## config.mk

```make
export PLATFORM = sky130hd
export DESIGN_NAME = mixed_fraction_add_reduce
export DESIGN_NICKNAME = d
export VERILOG_FILES = /design/src/sv/mfar_pkg.sv /design/src/sv/mfar_gcd.sv /design/src/sv/mfar_div.sv /design/src/sv/mixed_fraction_add_reduce.sv
export SDC_FILE = /design/constraint.sdc
export NUM_CORES = 2
export LEC_CHECK = 0
export ABC_AREA = 1
export BUFFER_PORTS_ARGS = -buffer_cell sky130_fd_sc_hd__buf_2
export CAP_MARGIN = 15
export CORE_AREA = 2 2 288 319
export DETAILED_ROUTE_END_ITERATION = 7
export DIE_AREA = 0 0 290 321
export GPL_ROUTABILITY_DRIVEN = 0
export HOLD_SLACK_MARGIN = 0.03
export PLACE_DENSITY = 0.66
export SKIP_LAST_GASP = 1
export SLEW_MARGIN = 20
export SYNTH_ARGS = -nofsm -noshare
export SYNTH_HDL_FRONTEND = slang
export SYNTH_HIERARCHICAL = 1
export SYNTH_SLANG_ARGS = --single-unit
export TNS_END_PERCENT = 10
```

## constraint.sdc

```tcl
create_clock -name clk -period 7.6 [get_ports clk]
set_input_delay 0.76 -clock clk [delete_from_list [all_inputs] [get_ports clk]]
set_output_delay 0.76 -clock clk [all_outputs]
set_load 0.1 [all_outputs]
```

## src/sv/mfar_pkg.sv

```systemverilog
// shared types, widths and sequencer states for the mixed fraction adder
package mfar_pkg;

  localparam int MagW   = 31;  // magnitude of the fraction sum and of the gcd
  localparam int DenW   = 30;  // product of two denominators
  localparam int NumW   = 32;  // signed fraction sum
  localparam int WholeW = 17;
  localparam int MulW   = 17;  // signed multiplier operand
  localparam int CntW   = 5;   // divider step counter, 0 .. MagW-1
  localparam int ShW    = 5;   // common power of two found by the gcd

  typedef struct packed {
    logic signed [15:0] whole_a;
    logic signed [15:0] num_a;
    logic        [14:0] den_a;
    logic signed [15:0] whole_b;
    logic signed [15:0] num_b;
    logic        [14:0] den_b;
  } mfar_req_t;

  typedef struct packed {
    logic signed [WholeW-1:0] whole_sum;
    logic signed [NumW-1:0]   num_out;
    logic        [DenW-1:0]   den_out;
  } mfar_rsp_t;

  // control from the sequencer to an iterative unit
  typedef struct packed {
    logic start;
  } mfar_ctl_t;

  // status from an iterative unit back to the sequencer
  typedef struct packed {
    logic done;
  } mfar_sts_t;

  typedef enum logic [3:0] {
    ST_IDLE,
    ST_MUL1,
    ST_MUL2,
    ST_MUL3,
    ST_SIGN,
    ST_GCD_GO,
    ST_GCD_WAIT,
    ST_DIVN_GO,
    ST_DIVN_WAIT,
    ST_DIVD_GO,
    ST_DIVD_WAIT,
    ST_OUT
  } mfar_state_t;

endpackage

```

## src/sv/mfar_gcd.sv

```systemverilog
// binary gcd unit: one shift or subtract step per cycle
module mfar_gcd (
  input  logic                         clk,
  input  logic                         rst,
  input  mfar_pkg::mfar_ctl_t          ctl,
  input  logic [mfar_pkg::MagW-1:0]    x_in,
  input  logic [mfar_pkg::MagW-1:0]    y_in,
  output mfar_pkg::mfar_sts_t          sts,
  output logic [mfar_pkg::MagW-1:0]    g
);

  logic [mfar_pkg::MagW-1:0] x;
  logic [mfar_pkg::MagW-1:0] y;
  logic [mfar_pkg::ShW-1:0]  k;
  logic                      busy;
  logic                      done;
  logic                      fin;
  logic                      x_ge_y;
  logic [mfar_pkg::MagW-1:0] sub;

  assign fin    = (x == '0) || (y == '0);
  assign x_ge_y = x >= y;
  assign sub    = x_ge_y ? (x - y) : (y - x);

  always_ff @(posedge clk) begin
    if (rst) begin
      busy <= 1'b0;
      done <= 1'b0;
    end else begin
      done <= 1'b0;
      if (ctl.start) begin
        busy <= 1'b1;
      end else if (busy && fin) begin
        busy <= 1'b0;
        done <= 1'b1;
      end
    end
  end

  always_ff @(posedge clk) begin
    if (ctl.start) begin
      x <= x_in;
      y <= y_in;
      k <= '0;
    end else if (busy && !fin) begin
      if (!x[0] && !y[0]) begin
        // common factor of two, put back at the end
        x <= x >> 1;
        y <= y >> 1;
        k <= k + 1'b1;
      end else if (!x[0]) begin
        x <= x >> 1;
      end else if (!y[0]) begin
        y <= y >> 1;
      end else if (x_ge_y) begin
        x <= sub >> 1;
      end else begin
        y <= sub >> 1;
      end
    end
    if (busy && fin) begin
      g <= (x | y) << k;
    end
  end

  assign sts.done = done;

endmodule

```

## src/sv/mfar_div.sv

```systemverilog
// restoring divider, one quotient bit per cycle
module mfar_div (
  input  logic                         clk,
  input  logic                         rst,
  input  mfar_pkg::mfar_ctl_t          ctl,
  input  logic [mfar_pkg::MagW-1:0]    dividend,
  input  logic [mfar_pkg::MagW-1:0]    divisor,
  output mfar_pkg::mfar_sts_t          sts,
  output logic [mfar_pkg::MagW-1:0]    quot
);

  logic [mfar_pkg::MagW-1:0] rem;
  logic [mfar_pkg::MagW-1:0] quo;
  logic [mfar_pkg::CntW-1:0] cnt;
  logic                      busy;
  logic                      done;
  logic [mfar_pkg::MagW:0]   trial;
  logic [mfar_pkg::MagW:0]   diff;
  logic                      fits;

  assign trial = {rem, quo[mfar_pkg::MagW-1]};
  assign diff  = trial - {1'b0, divisor};
  assign fits  = trial >= {1'b0, divisor};

  always_ff @(posedge clk) begin
    if (rst) begin
      busy <= 1'b0;
      done <= 1'b0;
      cnt  <= '0;
    end else begin
      done <= 1'b0;
      if (ctl.start) begin
        busy <= 1'b1;
        cnt  <= mfar_pkg::CntW'(mfar_pkg::MagW - 1);
      end else if (busy) begin
        if (cnt == '0) begin
          busy <= 1'b0;
          done <= 1'b1;
        end else begin
          cnt <= cnt - 1'b1;
        end
      end
    end
  end

  // dividend shifts out of quo while quotient bits shift in
  always_ff @(posedge clk) begin
    if (ctl.start) begin
      rem <= '0;
      quo <= dividend;
    end else if (busy) begin
      rem <= fits ? diff[mfar_pkg::MagW-1:0] : trial[mfar_pkg::MagW-1:0];
      quo <= {quo[mfar_pkg::MagW-2:0], fits};
    end
  end

  assign quot     = quo;
  assign sts.done = done;

endmodule

```

## src/sv/mixed_fraction_add_reduce.sv

```systemverilog
// top level: sequencer, multiplier and result register of the mixed fraction adder
//
// Adds two mixed numbers. The whole parts are summed on their own; the fractions
// are summed as num_a*den_b + den_a*num_b over den_a*den_b and reduced by their gcd.
// A zero numerator gives 0/1, or 0/0 when den_a*den_b is zero; an improper
// fraction is not folded into the whole part. Request channel: req_valid/req_stall
// with payload req. A request is taken when req_valid is high and req_stall low.
// req_stall stays high from the taken request until its result has been taken,
// so one request is in flight at a time. Response channel: rsp_valid/rsp_stall with
// payload rsp, held from registers while rsp_stall is high.
// When the fraction sum and the denominator product are both zero, the gcd is zero
// and the sequencer goes from the gcd wait straight to the output state; otherwise
// the binary gcd runs one shift/subtract step a cycle and the sum and the product
// are then divided by the gcd. The products go through a single 17x17 multiplier
// in MUL1, MUL2 and MUL3, followed by the sign split in SIGN; each of the two passes
// through the shared restoring divider has a start state and a wait state for done.
// A new request is taken only once the sequencer is back in idle after the result
// has been taken, so rsp_stall, while it holds the result, holds off the next one.
// Reset (synchronous, rst high) returns the sequencer to idle and drops rsp_valid.
module mixed_fraction_add_reduce (
  input  logic                clk,
  input  logic                rst,
  input  logic                req_valid,
  output logic                req_stall,
  input  mfar_pkg::mfar_req_t req,
  output logic                rsp_valid,
  input  logic                rsp_stall,
  output mfar_pkg::mfar_rsp_t rsp
);

  mfar_pkg::mfar_state_t state;
  mfar_pkg::mfar_state_t state_next;

  mfar_pkg::mfar_req_t          req_q;
  logic signed [mfar_pkg::NumW-1:0] prod;
  logic signed [mfar_pkg::NumW-1:0] acc;
  logic [mfar_pkg::NumW-1:0]    acc_abs;
  logic                         neg_q;
  logic [mfar_pkg::MagW-1:0]    mag_q;
  logic [mfar_pkg::DenW-1:0]    den_q;

  logic signed [mfar_pkg::MulW-1:0]   op_x;
  logic signed [mfar_pkg::MulW-1:0]   op_y;
  logic signed [2*mfar_pkg::MulW-1:0] mul_full;

  mfar_pkg::mfar_ctl_t        gcd_ctl;
  mfar_pkg::mfar_sts_t        gcd_sts;
  logic [mfar_pkg::MagW-1:0]  gcd_g;
  mfar_pkg::mfar_ctl_t        div_ctl;
  mfar_pkg::mfar_sts_t        div_sts;
  logic [mfar_pkg::MagW-1:0]  div_dividend;
  logic [mfar_pkg::MagW-1:0]  div_quot;
  logic [mfar_pkg::NumW-1:0]  mag_ext;

  mfar_gcd u_gcd (
    .clk  (clk),
    .rst  (rst),
    .ctl  (gcd_ctl),
    .x_in (mag_q),
    .y_in ({1'b0, den_q}),
    .sts  (gcd_sts),
    .g    (gcd_g)
  );

  mfar_div u_div (
    .clk      (clk),
    .rst      (rst),
    .ctl      (div_ctl),
    .dividend (div_dividend),
    .divisor  (gcd_g),
    .sts      (div_sts),
    .quot     (div_quot)
  );

  // next state
  always_comb begin
    state_next = state;
    case (state)
      mfar_pkg::ST_IDLE:      if (req_valid) state_next = mfar_pkg::ST_MUL1;
      mfar_pkg::ST_MUL1:      state_next = mfar_pkg::ST_MUL2;
      mfar_pkg::ST_MUL2:      state_next = mfar_pkg::ST_MUL3;
      mfar_pkg::ST_MUL3:      state_next = mfar_pkg::ST_SIGN;
      mfar_pkg::ST_SIGN:      state_next = mfar_pkg::ST_GCD_GO;
      mfar_pkg::ST_GCD_GO:    state_next = mfar_pkg::ST_GCD_WAIT;
      mfar_pkg::ST_GCD_WAIT: begin
        if (gcd_sts.done) begin
          // zero gcd: fraction sum and denominator product are both zero, nothing to reduce
          state_next = (gcd_g == '0) ? mfar_pkg::ST_OUT : mfar_pkg::ST_DIVN_GO;
        end
      end
      mfar_pkg::ST_DIVN_GO:   state_next = mfar_pkg::ST_DIVN_WAIT;
      mfar_pkg::ST_DIVN_WAIT: if (div_sts.done) state_next = mfar_pkg::ST_DIVD_GO;
      mfar_pkg::ST_DIVD_GO:   state_next = mfar_pkg::ST_DIVD_WAIT;
      mfar_pkg::ST_DIVD_WAIT: if (div_sts.done) state_next = mfar_pkg::ST_OUT;
      mfar_pkg::ST_OUT:       if (!rsp_stall) state_next = mfar_pkg::ST_IDLE;
      default:                state_next = mfar_pkg::ST_IDLE;
    endcase
  end

  // outputs and operand selection
  always_comb begin
    req_stall     = (state != mfar_pkg::ST_IDLE);
    rsp_valid     = (state == mfar_pkg::ST_OUT);
    gcd_ctl.start = (state == mfar_pkg::ST_GCD_GO);
    div_ctl.start = state inside {mfar_pkg::ST_DIVN_GO, mfar_pkg::ST_DIVD_GO};
    div_dividend  = mag_q;
    op_x          = {2'b00, req_q.den_a};
    op_y          = {2'b00, req_q.den_b};
    case (state)
      mfar_pkg::ST_MUL1: begin
        op_x = {req_q.num_a[15], req_q.num_a};
        op_y = {2'b00, req_q.den_b};
      end
      mfar_pkg::ST_MUL2: begin
        op_x = {req_q.num_b[15], req_q.num_b};
        op_y = {2'b00, req_q.den_a};
      end
      mfar_pkg::ST_DIVD_GO: begin
        div_dividend = {1'b0, den_q};
      end
      default: begin
      end
    endcase
  end

  assign mul_full = op_x * op_y;
  assign acc_abs  = acc[mfar_pkg::NumW-1] ? (~acc + 1'b1) : acc;

  always_ff @(posedge clk) begin
    if (rst) begin
      state <= mfar_pkg::ST_IDLE;
    end else begin
      state <= state_next;
    end
  end

  always_ff @(posedge clk) begin
    if (req_valid && !req_stall) begin
      req_q <= req;
    end
    case (state)
      mfar_pkg::ST_MUL1: prod <= mul_full[mfar_pkg::NumW-1:0];
      mfar_pkg::ST_MUL2: begin
        prod <= mul_full[mfar_pkg::NumW-1:0];
        acc  <= prod;
      end
      mfar_pkg::ST_MUL3: begin
        prod <= mul_full[mfar_pkg::NumW-1:0];
        acc  <= acc + prod;
      end
      mfar_pkg::ST_SIGN: begin
        neg_q <= acc[mfar_pkg::NumW-1];
        mag_q <= acc_abs[mfar_pkg::MagW-1:0];
        den_q <= prod[mfar_pkg::DenW-1:0];
      end
      mfar_pkg::ST_DIVN_WAIT: if (div_sts.done) mag_q <= div_quot;
      mfar_pkg::ST_DIVD_WAIT: if (div_sts.done) den_q <= div_quot[mfar_pkg::DenW-1:0];
      default: begin
      end
    endcase
  end

  assign mag_ext       = {1'b0, mag_q};
  assign rsp.whole_sum = {req_q.whole_a[15], req_q.whole_a}
                       + {req_q.whole_b[15], req_q.whole_b};
  assign rsp.num_out   = neg_q ? (~mag_ext + 1'b1) : mag_ext;
  assign rsp.den_out   = den_q;

`ifndef SYNTHESIS
  // no new request is taken while a result is still on offer
  a_no_accept_while_rsp: assert property (@(posedge clk) disable iff (rst)
    !req_stall |-> !rsp_valid) else $error("request taken while result pending");

  // a zero denominator only comes with a zero or unit numerator
  a_zero_den: assert property (@(posedge clk) disable iff (rst)
    (rsp_valid && rsp.den_out == '0) |->
      (rsp.num_out == 32'sd0 || rsp.num_out == 32'sd1 || rsp.num_out == -32'sd1))
    else $error("zero denominator with wrong numerator");

  // the two iterative units never finish in the same cycle
  a_units_exclusive: assert property (@(posedge clk) disable iff (rst)
    !(gcd_sts.done && div_sts.done)) else $error("gcd and divider finished together");

  // a result appears only after a unit has just finished
  a_rsp_after_unit: assert property (@(posedge clk) disable iff (rst)
    $rose(rsp_valid) |-> ($past(gcd_sts.done) || $past(div_sts.done)))
    else $error("result without a finished unit");
`endif

endmodule

```

## After elaboration in Yosys (flattened, before gate mapping)

Index checks and enable logic that the tools add are counted.
W data, S select, Z words.

- Register bits after elaboration: 393
- Input port bits: 98

- Add/subtract/negate cells: 9
- Bitwise logic cells: 5
- Equal/unequal tests: 21
- Multiplexer cells: 43
- Shifts and indexed selects: 1
- Magnitude comparators: 2
- Reduce and logical (&&, ||, !) cells: 38
- $mul: 1

Operators with widths:

| kind | number |
|---|---|
| $mux W31 | 17 |
| $logic_not A31 Y1 | 3 |
| $sub A31 B31 Y31 | 3 |
| $mux W30 | 3 |
| $pmux W32 S2 | 1 |
| $pmux W31 S2 | 1 |
| $pmux W30 S2 | 1 |
| $pmux W4 S12 | 1 |
| $pmux W17 S2 | 1 |
| $add A32 B1 Y32 const B | 1 |
| $add A32 B32 Y32 | 1 |
| $ge A32 B31 Y1 | 1 |
| $mul A17 B16 Y32 | 1 |
| $mux W32 | 1 |
| $not A31 Y32 | 1 |
| $add A31 B1 Y31 const B | 1 |
| $ge A31 B31 Y1 | 1 |
| $not A31 Y31 | 1 |
| $or A31 B31 Y31 | 1 |
| $shl A31 B5 Y31 | 1 |
| $mux W4 | 6 |
| $add A16 B16 Y17 | 1 |
| $eq A4 B3 Y1 const B | 4 |
| $eq A4 B4 Y1 const B | 4 |
| other kinds (25) | 63 |

## Logic depth before layout (Yosys ltp)

- Depth in word-level cells: 8
- Depth in mapped cells: 34
- Gate-level depth less buffers: 32

## Modules after synthesis

Netlist, hierarchy kept.

Modules (own cells, without submodules):

| module | area each (um2) | cells each | seq. area each (um2) | times used |
|---|---|---|---|---|
| mixed_fraction_add_reduce | 23675.2 | 2947 | 6686.4 | 1 |
| mfar_gcd | 10791.6 | 1688 | 2932.8 | 1 |
| mfar_div | 5713.0 | 936 | 1691.6 | 1 |

## Worst setup path before layout

Ideal clock, no wire load.

- Path type: register to register
- Start: register state[3]
- End: register prod[30] in the netlist's numbering (data pin)
- Required time: 7.348 ns
- Cell stages (with the launch flop): 26
- Library setup time: 0.252 ns
- Period minus slack after synthesis: 6.010 ns
- Path slack: 1.590 ns
- Arrival time: 5.758 ns
- Path through: dfxtp_1 > nor2_4 > inv_4 > nor2_8 > inv_4 > buf_2 > o21ai_1 > buf_2 > nand2_1 > fa_1 > fa_1 > inv_1 > fa_1 > inv_1 > fa_1 > fa_1 > fa_1 > inv_1 > ha_1 > a21o_1 > a31oi_1 > o21ai_0 > a21oi_1 > nand2_1 > nand2_1 > nand2_1

- Longest elaborated chain between the ends: 3
- Elaborated cells between the ends (all ways): 5
- Those cells by class: mul: 1; eq/ne: 2; mux: 2

Ends and longest elaborated chain:

| what | line | RTL |
|---|---|---|
| start, declared | mixed_fraction_add_reduce.sv:31 | `mfar_pkg::mfar_state_t state;` |
| start signal, assigned | mixed_fraction_add_reduce.sv:131 | `state <= mfar_pkg::ST_IDLE;` |
| start signal, assigned | mixed_fraction_add_reduce.sv:133 | `state <= state_next;` |
| $eq A4 B2 Y1 or $eq A4 B1 Y1 (tied branches) | mixed_fraction_add_reduce.sv:109 | `case (state)` |
| $pmux W17 S2 or $mux W15 (tied branches) | mixed_fraction_add_reduce.sv:109 |  |
| $mul A17 B16 Y32 (*) | mixed_fraction_add_reduce.sv:126 | `assign mul_full = op_x * op_y;` |
| via mul_full, one bit | mixed_fraction_add_reduce.sv:44 | `logic signed [2*mfar_pkg::MulW-1:0] mul_full;` |
| end signal, assigned | mixed_fraction_add_reduce.sv:142 | `mfar_pkg::ST_MUL1: prod <= mul_full[mfar_pkg::NumW-1:0];` |
| end signal, assigned | mixed_fraction_add_reduce.sv:144 | `prod <= mul_full[mfar_pkg::NumW-1:0];` |
| end signal, assigned | mixed_fraction_add_reduce.sv:148 | `prod <= mul_full[mfar_pkg::NumW-1:0];` |
| end, declared | mixed_fraction_add_reduce.sv:35 | `logic signed [mfar_pkg::NumW-1:0] prod;` |

The timed path passes the listed nets; every way through them passes the cells marked *.
A chain may end at the register's enable or synchronous reset.

## Worst setup path after layout

- Start: register state[3]
- End: register prod[21] in the netlist's numbering (data pin)

The elaborated chain is that of the path after synthesis.

==> impl_metrics.tcl <==
set metrics [dict create \
    final_cell_mix "1680 x nand2_1, 989 x inv_1, 523 x nor2_1, 344 x edfxtp_1, 330 x nand3_1" \
    min_period_over_period_pct 94.6 \
    hold_viol 0 \
    clockRootBuffer "clkbuf_16" \
    post_cts_resized 0 \
    die_height_um 321 \
    reg2regPathDepth 21 \
    worstPathMaxFanout 31 \
    drive_above_1_share_pct 7.13 \
    cap_violations 0 \
    synth_edf_count 344 \
    cts-root-to-sink-buffers 3 \
    vias 37117 \
    skew_ns 0.0218 \
    cts_tree "built" \
    cts_buffers 44 \
    path_class "register to register" \
    first_pass_iters 7 \
    detail-route-antenna-nets 0 \
    die_w_um 290 \
    outcome "completed" \
    detailed_place_hpwl_um 105000 \
    groute.usage.overall_pct 27.4 \
    avgSynthCellArea_um2 7.21 \
    synthesis.nets 6177 \
    min_delay_path_depth 1 \
    synth.cell_area_mm2 0.0402 \
    ys_warn_count 6 \
    route.detailed.drc 0 \
    required_ns 7.92 \
    hold_buffers 0 \
    cts_setup_buffers 0 \
    clk_latency_ns 0.59 \
    portBuffers 178 \
    wl_per_cell_um 18.6 \
    wl_um 129000 \
    rsz0062_at_grt "no" \
    syn_inst 5571 \
    tightest_slew_ns 1.06 \
    max_slew_margin_pct 29.5 \
    final_nets 6308 \
    final_common_cell "nand2_1" \
    postLayoutCoreUtil_pct 48.4 \
    holdCritPathClass "input pin to register" \
    grt_pass1_wl_um 200000 \
    area_growth_pct 8.65 \
    setup_ws_ns 0.409 \
    avgViaCountPerCell 5.37 \
    grt_max_degree 85 \
    rows 116 \
    finalCriticalPeriod_ns 7.19 \
    coreArea_mm2 0.0901 \
    pin_count 179 \
    dp_slack_ns 0.532 \
    fin_tns_setup_ns 0 \
    slew_viol_final 0 \
    ys.flop_type "edfxtp_1" \
    ys_async_sr_fraction_pct 0 \
    cts_num_sinks 393 \
    drtIter0Drc 3782 \
    synth_seq_area_share_pct 28.2 \
    grt_antenna_before_repair 1 \
    finalSetupViolations 0 \
    h-tree-depth 2 \
    ys_seq_elements 393 \
    clk_pin_slew_worst_paths_ns 0.07 \
    grt_pass1_vias 35861 \
    holdWs_ns 0.338 \
    start_kind "register" \
    synth_cell_types 56 \
    endpoint_kind "register" \
    grt_overflow 0 \
    dieArea_mm2 0.0931 \
    critPathArrivalTime_ns 7.51 \
    start_util_pct 44.6 \
    fmax_mhz 139 \
]
cells in the mapped netlist (30+ instances only):
master | count | area [um2]
inv_1 | 993 | 3730
buf_2 | 32 | 160
nand3_1 | 330 | 1650
nor3_1 | 44 | 220
clkbuf_1 | 72 | 270
edfxtp_1 | 344 | 10300
o21ai_0 | 262 | 1310
fa_1 | 251 | 5020
o21ai_1 | 30 | 150
nor2_1 | 529 | 1990
a21oi_1 | 215 | 1080
xnor2_1 | 31 | 272
nand4_1 | 68 | 425
nand2_1 | 1680 | 6310
dfxtp_1 | 49 | 981
ha_1 | 257 | 3220
xor2_1 | 107 | 937
cells by family (layout without fill, tap and decap cells):
| kind of cell | after synthesis | after routing | share of synthesized area (%) |
|---|---|---|---|
| compound gates | 602 | 602 | 8.27 |
| xor+xnor | 138 | 138 | 3.01 |
| fa+ha+maj | 508 | 508 | 20.5 |
| buf+inv | 1154 | 1318 | 11.2 |
| flops | 393 | 393 | 28.2 |
| mux | 14 | 14 | 0.358 |
| other cells | 1 | 2 | 0.00933 |
| simple gates | 2761 | 2761 | 28.5 |
stage by stage:
stage / std cells / cell area, um2
floorplan: 5571 / 40200
global placement: 6836 / 42200
detailed placement: 6836 / 42200
CTS: 6915 / 43700
global route: 6916 / 43700
finish: 6916 / 43700
per-layer routing:
layer	GRT usage, %	share of wire, %	vias up	routed length, um
li1	-	-	17751	-
met1	34.6	40	17274	52200
met2	44.8	45	1698	58100
met3	4.39	8.3	394	10700
met4	15.2	6.2	0	7980
met5	0	0	-	0
sequential cells by signal, summed over array words and instances (netlist names), 4 cells and up:
name and count:
acc 32, den_q 30, mag_q 31, prod 32, req_q 94, state 4
u_div/cnt 5, u_div/quot 31, u_div/rem 31, u_gcd/g 31, u_gcd/k 5, u_gcd/x 31
u_gcd/y 31
critical path, stage by stage (launching register included):
cell	delay (ns)
dfxtp_1	0.38
nor2_4	0.17
inv_4	0.08
nor2_8	0.29
inv_4	0.22
o21ai_0	0.76
inv_1	0.34
nor2_1	0.23
fa_1	0.46
fa_1	0.51
fa_1	0.58
fa_1	0.45
fa_1	0.49
inv_1	0.05
fa_1	0.47
inv_1	0.04
ha_1	0.37
a21oi_1	0.27
o21ai_0	0.19
o21bai_1	0.21
nand3b_1	0.18
xor2_1	0.15
layout make-up:
cell class | count | area [um2]
Sequential cell | 393 | 11300
Multi-Input combinational cell | 4024 | 24400
Fill cell | 8967 | 46500
Clock inverter | 19 | 201
Inverter | 1023 | 3850
Antenna cell | 1 | 2.50
Tap cell | 1180 | 1480
Clock buffer | 60 | 1210
Timing Repair Buffer | 216 | 1190
final timing paths:
| kind | startpoint | endpoint | slack [ns] |
|---|---|---|---|
| max | state[3] | prod[21] | 0.41 |
| min | req[83] | req_q[83] | 0.34 |
| max reg2reg | state[3] | prod[21] | 0.41 |
| min reg2reg | u_div/rem[17] | u_div/rem[17] | 0.47 |
Power is not shown: default switching activity piles up to over one toggle a cycle in this logic, so the estimate is an artifact.
